`src/hdl/lkvc_pkg.sv`:
```
// lkvc_pkg: shared types and constants for the lru key-value cache
// used by lkvc_ctrl, lkvc_dp and lru_key_value_cache; no dependencies
package lkvc_pkg;

  localparam int ENTRIES = 16;
  localparam int IDX_W   = (ENTRIES > 1) ? $clog2(ENTRIES) : 1;
  localparam int CAP_W   = 5;
  localparam int DATA_W  = 32;
  localparam int PADDR_W = 3;

  localparam logic [CAP_W-1:0]  CAP_RESET  = CAP_W'(ENTRIES);
  localparam logic [DATA_W-1:0] MISS_VALUE = '1;

  // operation codes
  localparam logic OP_GET = 1'b0;
  localparam logic OP_SET = 1'b1;

  // register index (paddr[2])
  localparam logic REG_CAPACITY = 1'b0;

  typedef enum logic {
    S_IDLE,
    S_UPDATE
  } ctrl_state_e;

  typedef struct packed {
    logic capture;     // latch request and tag compare
    logic commit_set;  // apply set to the entry table
    logic load_out;    // load the result register
  } dp_cmd_t;

  typedef struct packed {
    logic op_set;      // latched request is a set
  } dp_status_t;

endpackage

```
`src/hdl/lkvc_dp.sv`:
```
// lkvc_dp: entry table, tag compare, recency update and result register
// depends on lkvc_pkg
module lkvc_dp
  import lkvc_pkg::*;
(
  input  logic                     clk_i,
  input  logic                     rst_ni,
  input  dp_cmd_t                  cmd_i,
  output dp_status_t               status_o,
  input  logic                     operation_i,
  input  logic signed [DATA_W-1:0] lookup_key_i,
  input  logic signed [DATA_W-1:0] store_value_i,
  input  logic [IDX_W-1:0]         cap_m1_i,
  output logic signed [DATA_W-1:0] read_value_o,
  output logic                     hit_o
);

  logic                op_q;
  logic [DATA_W-1:0]   key_q;
  logic [DATA_W-1:0]   val_q;
  logic [ENTRIES-1:0]  match_q, match_d;
  logic [ENTRIES-1:0]  valid_q, valid_d;
  logic [DATA_W-1:0]   keys_q   [ENTRIES];
  logic [DATA_W-1:0]   values_q [ENTRIES];
  logic [IDX_W-1:0]    rank_q   [ENTRIES];
  logic [DATA_W-1:0]   read_value_q;
  logic                hit_q;

  logic                hit;
  logic [IDX_W-1:0]    hit_slot;
  logic [IDX_W-1:0]    hit_rank;
  logic [ENTRIES-1:0]  keep;
  logic [IDX_W-1:0]    free_slot;

  // tag compare straight off the request ports
  always_comb begin
    for (int i = 0; i < ENTRIES; i++) begin
      match_d[i] = valid_q[i] && (keys_q[i] == $unsigned(lookup_key_i));
    end
  end

  always_comb begin
    hit      = |match_q;
    hit_slot = '0;
    for (int i = 0; i < ENTRIES; i++) begin
      if (match_q[i]) hit_slot = IDX_W'(i);
    end
    hit_rank = rank_q[hit_slot];
  end

  // entries at or past the capacity edge drop out on an insert
  always_comb begin
    for (int i = 0; i < ENTRIES; i++) begin
      keep[i] = valid_q[i] && (rank_q[i] < cap_m1_i);
    end
    free_slot = '0;
    for (int i = ENTRIES - 1; i >= 0; i--) begin
      if (!keep[i]) free_slot = IDX_W'(i);
    end
  end

  always_comb begin
    valid_d = valid_q;
    if (cmd_i.commit_set && !hit) begin
      valid_d = keep;
      valid_d[free_slot] = 1'b1;
    end
  end

  always_ff @(posedge clk_i or negedge rst_ni) begin
    if (!rst_ni) begin
      valid_q <= '0;
      match_q <= '0;
    end else begin
      valid_q <= valid_d;
      if (cmd_i.capture) match_q <= match_d;
    end
  end

  always_ff @(posedge clk_i) begin
    if (cmd_i.capture) begin
      op_q  <= operation_i;
      key_q <= $unsigned(lookup_key_i);
      val_q <= $unsigned(store_value_i);
    end
    if (cmd_i.commit_set) begin
      for (int i = 0; i < ENTRIES; i++) begin
        if (hit) begin
          if (match_q[i]) begin
            values_q[i] <= val_q;
            rank_q[i]   <= '0;
          end else if (valid_q[i] && (rank_q[i] < hit_rank)) begin
            rank_q[i] <= rank_q[i] + 1'b1;
          end
        end else begin
          if (IDX_W'(i) == free_slot) begin
            keys_q[i]   <= key_q;
            values_q[i] <= val_q;
            rank_q[i]   <= '0;
          end else if (keep[i]) begin
            rank_q[i] <= rank_q[i] + 1'b1;
          end
        end
      end
    end
    if (cmd_i.load_out) begin
      read_value_q <= hit ? values_q[hit_slot] : MISS_VALUE;
      hit_q        <= hit;
    end
  end

  assign status_o.op_set = (op_q == OP_SET);
  assign read_value_o    = $signed(read_value_q);
  assign hit_o           = hit_q;

  // stored keys are distinct, so at most one entry matches
  a_match_onehot: assert property (@(posedge clk_i) disable iff (!rst_ni)
    cmd_i.commit_set |-> $onehot0(match_q))
    else $error("multiple entries match one key");

  // a set always leaves at least one live entry
  a_set_leaves_entry: assert property (@(posedge clk_i) disable iff (!rst_ni)
    cmd_i.commit_set |=> (valid_q != '0))
    else $error("entry table empty after set");

  // an insert never takes a slot that stays live
  a_free_slot_empty: assert property (@(posedge clk_i) disable iff (!rst_ni)
    (cmd_i.commit_set && !hit) |-> !keep[free_slot])
    else $error("insert slot still occupied");

endmodule

```
`src/hdl/lkvc_ctrl.sv`:
```
// lkvc_ctrl: request sequencer and result valid flag
// depends on lkvc_pkg
module lkvc_ctrl
  import lkvc_pkg::*;
(
  input  logic       clk_i,
  input  logic       rst_ni,
  input  logic       in_valid_i,
  output logic       in_ready_o,
  output logic       out_valid_o,
  input  logic       out_ready_i,
  input  dp_status_t status_i,
  output dp_cmd_t    cmd_o
);

  ctrl_state_e state_q, state_d;
  logic        out_valid_q, out_valid_d;

  always_ff @(posedge clk_i or negedge rst_ni) begin
    if (!rst_ni) begin
      state_q     <= S_IDLE;
      out_valid_q <= 1'b0;
    end else begin
      state_q     <= state_d;
      out_valid_q <= out_valid_d;
    end
  end

  always_comb begin
    state_d    = state_q;
    cmd_o      = '0;
    in_ready_o = 1'b0;
    unique case (state_q)
      S_IDLE: begin
        in_ready_o    = 1'b1;
        cmd_o.capture = in_valid_i;
        if (in_valid_i) state_d = S_UPDATE;
      end
      S_UPDATE: begin
        if (status_i.op_set) begin
          cmd_o.commit_set = 1'b1;
          state_d          = S_IDLE;
        end else if (!out_valid_q || out_ready_i) begin
          cmd_o.load_out = 1'b1;
          state_d        = S_IDLE;
        end
      end
      default: state_d = S_IDLE;
    endcase
    if (cmd_o.load_out) begin
      out_valid_d = 1'b1;
    end else if (out_ready_i) begin
      out_valid_d = 1'b0;
    end else begin
      out_valid_d = out_valid_q;
    end
  end

  assign out_valid_o = out_valid_q;

  // a get waits while the result register is still full
  a_get_stalls: assert property (@(posedge clk_i) disable iff (!rst_ni)
    (state_q == S_UPDATE && !status_i.op_set && out_valid_q && !out_ready_i)
      |=> (state_q == S_UPDATE))
    else $error("get left update with result register full");

  // a loaded result shows up as valid next cycle
  a_load_sets_valid: assert property (@(posedge clk_i) disable iff (!rst_ni)
    cmd_o.load_out |=> out_valid_q)
    else $error("result load lost");

  // commands are mutually exclusive
  a_cmd_exclusive: assert property (@(posedge clk_i) disable iff (!rst_ni)
    $onehot0({cmd_o.capture, cmd_o.commit_set, cmd_o.load_out}))
    else $error("overlapping datapath commands");

endmodule

```
`src/hdl/lru_key_value_cache.sv`:
```
// lru_key_value_cache: fully associative key-value store, least-recently-set replacement
// depends on lkvc_pkg, lkvc_ctrl, lkvc_dp
//
//   channel   handshake                 payload
//   request   in_valid_i / in_ready_o   operation_i, lookup_key_i, store_value_i
//   result    out_valid_o / out_ready_i read_value_o, hit_o (one beat per get)
//   config    psel/penable/pwrite/pready paddr, pwdata, prdata (capacity at 0x0)
//
// each request beat is accepted in S_IDLE, which runs the 16-way tag compare; S_UPDATE
// then applies the set or loads the result register, and no new beat is taken until S_IDLE
// a get stalls in S_UPDATE while the result register still holds
// an untaken beat; a set never stalls
// reset empties the table at once (valid bits) and sets capacity to 16
module lru_key_value_cache
  import lkvc_pkg::*;
(
  input  logic                     clk_i,
  input  logic                     rst_ni,
  input  logic                     in_valid_i,
  output logic                     in_ready_o,
  input  logic                     operation_i,
  input  logic signed [DATA_W-1:0] lookup_key_i,
  input  logic signed [DATA_W-1:0] store_value_i,
  output logic                     out_valid_o,
  input  logic                     out_ready_i,
  output logic signed [DATA_W-1:0] read_value_o,
  output logic                     hit_o,
  input  logic                     psel,
  input  logic                     penable,
  input  logic                     pwrite,
  input  logic [PADDR_W-1:0]       paddr,
  input  logic [31:0]              pwdata,
  output logic [31:0]              prdata,
  output logic                     pready
);

  dp_cmd_t          cmd;
  dp_status_t       status;
  logic [CAP_W-1:0] cap_q;
  logic [IDX_W-1:0] cap_m1;
  logic             cap_wr;

  // apb register: capacity, written in the access phase
  assign pready = 1'b1;
  assign cap_wr = psel && penable && pwrite && (paddr[2] == REG_CAPACITY);

  always_ff @(posedge clk_i or negedge rst_ni) begin
    if (!rst_ni) begin
      cap_q <= CAP_RESET;
    end else if (cap_wr) begin
      cap_q <= pwdata[CAP_W-1:0];
    end
  end

  assign prdata = (paddr[2] == REG_CAPACITY) ? {{(32-CAP_W){1'b0}}, cap_q} : '0;

  // active capacity minus one: zero acts as one, large values saturate
  always_comb begin
    if (cap_q == '0) begin
      cap_m1 = '0;
    end else if (32'(cap_q) > ENTRIES) begin
      cap_m1 = IDX_W'(ENTRIES - 1);
    end else begin
      cap_m1 = IDX_W'(cap_q - 1'b1);
    end
  end

  lkvc_ctrl u_ctrl (
    .clk_i       (clk_i),
    .rst_ni      (rst_ni),
    .in_valid_i  (in_valid_i),
    .in_ready_o  (in_ready_o),
    .out_valid_o (out_valid_o),
    .out_ready_i (out_ready_i),
    .status_i    (status),
    .cmd_o       (cmd)
  );

  lkvc_dp u_dp (
    .clk_i         (clk_i),
    .rst_ni        (rst_ni),
    .cmd_i         (cmd),
    .status_o      (status),
    .operation_i   (operation_i),
    .lookup_key_i  (lookup_key_i),
    .store_value_i (store_value_i),
    .cap_m1_i      (cap_m1),
    .read_value_o  (read_value_o),
    .hit_o         (hit_o)
  );

endmodule

```
`config.mk`:
```
export PLATFORM = sky130hd
export DESIGN_NAME = lru_key_value_cache
export DESIGN_NICKNAME = d
export VERILOG_FILES = /design/src/hdl/lkvc_pkg.sv /design/src/hdl/lkvc_dp.sv /design/src/hdl/lkvc_ctrl.sv /design/src/hdl/lru_key_value_cache.sv
export SDC_FILE = /design/constraint.sdc
export NUM_CORES = 2
export LEC_CHECK = 0
export BUFFER_PORTS_ARGS = -buffer_cell sky130_fd_sc_hd__clkbuf_2
export CAP_MARGIN = 20
export CORE_AREA = 2 2 371 373
export DETAILED_ROUTE_END_ITERATION = 8
export DIE_AREA = 0 0 373 375
export GPL_TIMING_DRIVEN = 0
export PLACE_DENSITY = 0.55
export SETUP_SLACK_MARGIN = 0.15
export SYNTH_ARGS = -nofsm -noshare
export SYNTH_HDL_FRONTEND = slang
export SYNTH_SLANG_ARGS = --single-unit
```
`constraint.sdc`:
```
create_clock -name clk_i -period 10.65 [get_ports clk_i]
set_input_delay 0.5325 -clock clk_i [delete_from_list [all_inputs] [get_ports clk_i]]
set_output_delay 0.5325 -clock clk_i [all_outputs]
set_load 0.05 [all_outputs]
```
### After elaboration in Yosys (flattened, before gate mapping)

Memory sizes are Yosys's and may differ from the RTL's. A register that Yosys moved wholly into a read port is not among the register bits.
Cells that the tools add are included.

| word-level totals | value |
|---|---|
| flip-flop bits (word level) | 105 |
| bits in writable memories | 1088 |
| memories kept | 3 |
| logic and storage cells | 683 |
| bits of input ports | 107 |
| output and inout port bits | 68 |

Memories:

| name | words | bits a word | read ports | clocked after Yosys merged registers in | wr ports | RTL line | text |
|---|---|---|---|---|---|---|---|
| u_dp.keys_q | 16 | 32 | 16 | 0 | 1 | lkvc_dp.sv:23 | `logic [DATA_W-1:0] keys_q [ENTRIES];` |
| u_dp.values_q | 16 | 32 | 1 | 1 | 16 | lkvc_dp.sv:24 | `logic [DATA_W-1:0] values_q [ENTRIES];` |
| u_dp.rank_q | 16 | 4 | 17 | 0 | 16 | lkvc_dp.sv:25 | `logic [IDX_W-1:0] rank_q [ENTRIES];` |

| operators by class | value |
|---|---|
| multiplexer cells | 445 |
| magnitude comparators | 35 |
| equal/unequal tests | 31 |
| $add $sub $neg | 17 |
| reductions and logical operators | 76 |
| bitwise gates (word level) | 67 |

Operators with widths:

| operator | number |
|---|---|
| 32-bit 2-to-1 mux | 31 |
| 32-bit == test | 16 |
| 32-bit OR reduction | 15 |
| 4-bit 2-to-1 mux | 89 |
| 1-bit 2-to-1 mux | 315 |
| 4-bit < comparator | 32 |
| 4-bit by 1-bit adder with 4-bit output, second input constant | 16 |
| 1-bit bitwise OR | 64 |
| 1-bit logical AND | 53 |
| 4-bit == test, first input constant | 8 |
| 3-bit by 4-bit == test with 1-bit output, first input constant | 4 |
| 16-bit bitwise OR | 1 |
| 16-bit OR reduction | 1 |
| 3-bit 2-to-1 mux | 4 |
| 2-bit by 4-bit == test with 1-bit output, first input constant | 2 |
| 2-bit 2-to-1 mux | 3 |
| 5-bit greater-than comparator, second input constant | 1 |
| 5-bit zero test | 1 |
| 4-bit by 5-bit < comparator with 1-bit output, second input constant | 1 |
| 5-bit 2-to-1 mux | 1 |
| 1-bit demux with 4-bit select | 1 |
| 1-bit by 4-bit == test with 1-bit output, first input constant | 1 |
| 4-bit by 1-bit greater-or-equal comparator with 1-bit output, second input constant | 1 |
| 4-bit zero test | 1 |
| other kinds (6) | 9 |

### Logic depth before layout (Yosys ltp)

| depth | value |
|---|---|
| depth after elaboration | 42 |
| mapped depth | 18 |
| gate-level depth less buffers | 15 |

### By module

From an unflattened synthesis, not the netlist that was laid out.

| unflattened totals | value |
|---|---|
| cell total of the unflattened synthesis | 3845 |
| area, all modules | 52969.6 um^2 |

Modules (own cells, without submodules):

| module | seq. area each (um^2) | cells each | instances | area each (um^2) |
|---|---|---|---|---|
| lkvc_dp | 36414.9 | 3772 | 1 | 52317.7 |
| lru_key_value_cache | 126.4 | 62 | 1 | 543.0 |
| lkvc_ctrl | 50.0 | 11 | 1 | 108.9 |

### Least setup slack after synthesis

Ideal clock, no wire load.

| path | value |
|---|---|
| kind | register to register |
| start point | register cap_q[0] |
| end point | memory u_dp.values_q[4][0], enable pin |
| arrival time | 6.317 ns |
| path buffers | 2 |
| path slack | 3.863 ns |
| setup time | 0.470 ns |
| stages on the path, launching flop included | 14 |
| path through | dfrtp_1 > inv_1 > ha_1 > nor4b_1 > nor2_1 > a21oi_1 > ha_1 > o211a_1 > a21boi_1 > and4b_1 > clkbuf_1 > nand3_1 > clkbuf_1 > o31ai_1 |

RTL lines:

| element | RTL line | text |
|---|---|---|
| from (decl) | lru_key_value_cache.sv:39 | `logic [CAP_W-1:0] cap_q;` |
| from (signal assigned) | lru_key_value_cache.sv:51 | `cap_q <= pwdata[CAP_W-1:0];` |
| to (decl) | lkvc_dp.sv:24 |  |

==> summary.md <==
| Metric | Value |
|---|---|
| Longest Clk Path Bufs | `3` |
| Setup ws final | `3.59 ns` |
| Worst r2r src | `u_dp.match_q[11]` |
| Share of layout cells above drive strength 1 | `15.0%` |
| RR Endpoint | `u_dp.rank_q[1][1]` |
| Clk pin slew, worst setup/hold paths | `0.06 ns` |
| Pleak | `20.4 nW` |
| Setup crit start | `u_dp.match_q[11]` |
| R2r setup slk | `3.59 ns` |
| Routed WL per cell | `28.8 um` |
| Placed Cells | `5308` |
| Register area share after synthesis | `69.4%` |
| GRT Overall Usage | `23.0%` |
| Hold_ws | `0.0531 ns` |
| Port buffer count | `117` |
| H-tree levels | `4` |
| Initial antenna violation count | `2` |
| CTS tree | `built` |
| Min Tclk post-route | `7.06 ns` |
| Nets | `3940` |
| RSZ-0062 raised after global routing | `no` |
| Setup bufs post-CTS | `0` |
| CTS root buf | `clkbuf_16` |
| Layout Cells excl Fill | `5607` |
| Die area | `140000 um2` |
| Warnings, synthesis | `0` |
| Max Freq | `0.142 GHz` |
| Setup slack at placement | `3.68 ns` |
| Crit path to | `u_dp.rank_q[1][1]` |
| Clock latency on the worst-skew pair | `0.79 ns` |
| Via density | `5.46` |
| Ports | `175` |
| Pre-antenna DRT Iters | `6` |
| Max cap viols | `0` |
| Die height | `375 um` |
| Die Wd | `373 um` |
| Core area | `136000 um2` |
| Routed WL | `162000 um` |
| FF-to-FF path depth | `15` |
| Clock buffer count from CTS | `134` |
| Antenna violation net count after detailed routing | `0` |
| Distinct cells, synth | `82` |
| WS Path Type | `reg -> reg` |
| Row cnt | `136` |
| First-pass GRT wire length | `227000 um` |
| Worst Setup End Kind | `flip-flop` |
| GRT overflow | `0` |
| Critical path fanouts, max | `16` |
| Hold Fails Final Rpt | `0` |
| Power Density | `190 nW/um2` |
| Mapped Avg Cell Area | `16.1 um2` |
| Startpoint types | `flip-flop` |
| Worst Skew | `0.0407 ns` |
| WP data required | `11.05 ns` |
| Final Max Slew Viols | `0` |
| Worst-case vdd ir drop | `0.161 mV` |
| Post-synth EDFFs | `1186` |
| Initial drt markers | `2930` |
| Worst EP arrival | `7.46 ns` |
| Vias | `30.6k` |
| Final Setup Violations | `0` |
| Initial core utilization | `38.7%` |
| Ys flop type | `edfxtp_1` |
| Worst slew pin tran | `1.23 ns` |
| DP HPWL | `109000 um` |
| Rel. slew slack | `18.1%` |
| Final worst-path cycle share | `66.3%` |
| DRC violations left | `0` |
| #FFs+latches synth | `1225` |
| TritonCTS Sinks | `1225` |
| Synth async-reset ratio | `3.18%` |
| Post-Syn Area | `52700 um2` |
| Hold Path Class | `in -> reg` |
| Status | `finished, final reports clean` |
| Vias in the first global route | `30.2k` |
| Largest net degree at the start of global routing | `40` |
| Post-Synthesis Cells | `3283` |
| Area growth syn-to-layout | `18.5%` |
| Routability cong. | `0.860` |
==> worst min-delay path by stage <==
stage | from | end | slack [ns] | cells past startpoint
3_3_place_gp | u_ctrl.out_valid_o | u_ctrl.out_valid_o | 0.51 | 2
5_1_grt | store_value_i[31] | u_dp.val_q[31] | 0.008 | 1
4_1_cts | store_value_i[31] | u_dp.val_q[31] | 0.005 | 1
6_report | store_value_i[31] | u_dp.val_q[31] | 0.05 | 1
2_1_floorplan | rst_ni | cap_q[0] | 0.24 | 0
3_5_place_dp | u_ctrl.out_valid_o | u_ctrl.out_valid_o | 0.52 | 2
==> area by class of cell <==
class                      count  area, um2
fill                       11830      73800
sequential                  1225      36600
multi-input combinational   1877      15600
clock buffer                 171       3580
timing repair buffer         275       3010
tap                         1794       2240
buffer                       181        835
clock inverter                57        528
inverter                      26       97.6
antenna                        1       2.50
==> cells in the mapped netlist, types with 4 or more instances <==
cell type,n,area (um2)
nand2_1,136,510
nand4_1,68,425
inv_1,25,93.8
o21ai_1,13,65.1
o2111ai_1,11,96.3
buf_4,29,218
clkbuf_1,97,364
xor2_1,381,3340
nand2b_1,15,93.8
o211ai_1,19,143
o21ai_0,13,65.1
and2_1,7,43.8
nor2_1,105,394
a21oi_1,44,220
o311ai_1,5,43.8
ha_1,113,1410
a211oi_2,5,62.6
nor2b_1,56,350
xnor2_1,163,1430
a211oi_1,48,360
nor4_1,102,638
mux4_2,56,1260
o41ai_1,6,52.6
or2_2,5,31.3
edfxtp_1,1186,35600
a2111oi_0,4,35.0
mux2i_1,220,2200
mux2_2,5,56.3
o31ai_1,8,60.1
o22ai_1,9,56.3
a21o_1,6,45.0
a31oi_1,32,200
buf_2,32,160
a22o_1,16,140
nor3_1,34,170
a22oi_1,27,203
buf_1,23,86.3
nand3_1,39,195
a41oi_1,4,35.0
nor3b_1,4,30.0
dfrtp_1,38,951
o41ai_2,4,65.1
a311oi_1,11,96.3
==> cells by family after synthesis <==
family / after synthesis / synth area share, %
AO/OA/AOI/OAI: 315 / 4.47
buffers and inverters: 207 / 1.76
other: 2 / 0.0142
multiplexers: 281 / 6.68
flip-flops: 1225 / 69.4
adder cells (fa/ha/maj): 113 / 2.68
AND/OR/NAND/NOR: 596 / 5.94
XOR/XNOR: 544 / 9.04
==> cell usage in the layout (no fill, tap or decap), types with 10 or more instances in the layout <==
master            n
clkinv_1         26
buf_1            23
nor4_1          102
clkbuf_16       137
buf_4            34
buf_6            10
mux4_2           56
dlygate4sd3_1    67
buf_12           14
nand2_1         133
buf_8            31
edfxtp_1       1186
a22o_1           16
o211ai_1         19
ha_1            113
nor3_1           30
mux2i_1         220
inv_1            22
a22oi_1          27
clkbuf_2        119
xor2_1          381
clkinv_2         12
nand2b_1         15
nor2b_1          55
clkbuf_1        126
a211oi_1         48
a311oi_1         11
a21oi_1          42
a31oi_1          32
dfrtp_1          38
nor2_1           96
xnor2_1         163
nand3_1          39
nand4_1          68
buf_2            32
o2111ai_1        11
buf_16           31
conb_1           28
==> worst max-delay path, stage by stage (launching register included) <==
cell       delay, ns
dfrtp_1         0.36
clkbuf_1        0.31
or4_1           0.55
o22ai_1         0.65
o21ba_2         0.21
buf_2           0.33
buf_2           0.49
clkbuf_1        0.73
a311oi_1        0.26
a211oi_1        0.28
a21o_1          0.76
ha_1            0.39
a2111oi_0       0.66
a32o_1          0.28
a41oi_2         0.07
o211ai_1        0.32
==> registers in the layout, summed over array words and instances, names as in the netlist <==
| register | flops |
|---|---|
| u_dp.values_q | 512 |
| u_dp.key_q | 32 |
| u_dp.rank_q | 64 |
| u_dp.keys_q | 512 |
| u_dp.status_o | 1 |
| u_ctrl.out_valid_o | 1 |
| u_dp.hit_o | 1 |
| u_dp.read_value_o | 32 |
| u_ctrl.state_q | 1 |
| u_dp.valid_q | 16 |
| u_dp.match_q | 16 |
| cap_q | 5 |
| u_dp.val_q | 32 |
==> power breakdown <==
| part | internal (mW) | switching (mW) |
|---|---|---|
| clock | 2.56 | 1.88 |
| combinational | 0.536 | 1.07 |
| sequential | 5.57 | 0.227 |
==> repair_timing <==
action | in CTS | in global routing
setup endpoints to repair | 0 | 0
hold buffers | 67 | 0
gates resized for setup | 0 | 0
endpoints found under the hold margin | 88 | 0
==> layer usage <==
layer  GRT usage (%)  wire [um]
met5               0          0
met4            8.48       5340
met3            3.41       9710
met2            38.7      79200
met1            30.2      67500
==> per-stage QoR <==
stage	instance area, um2	setup TNS (ns)	util (%)	total power [mW]
global route	62500	0	45.8	12.2
detailed placement	57600	0	42.3	7.45
floorplan	52800	0	-	6.69
CTS	62400	0	45.8	11.9
global placement	55600	-813.44	40.8	7.27
finish	62500	0	45.8	11.8
Note: power is estimated with default switching activity, not from simulation.
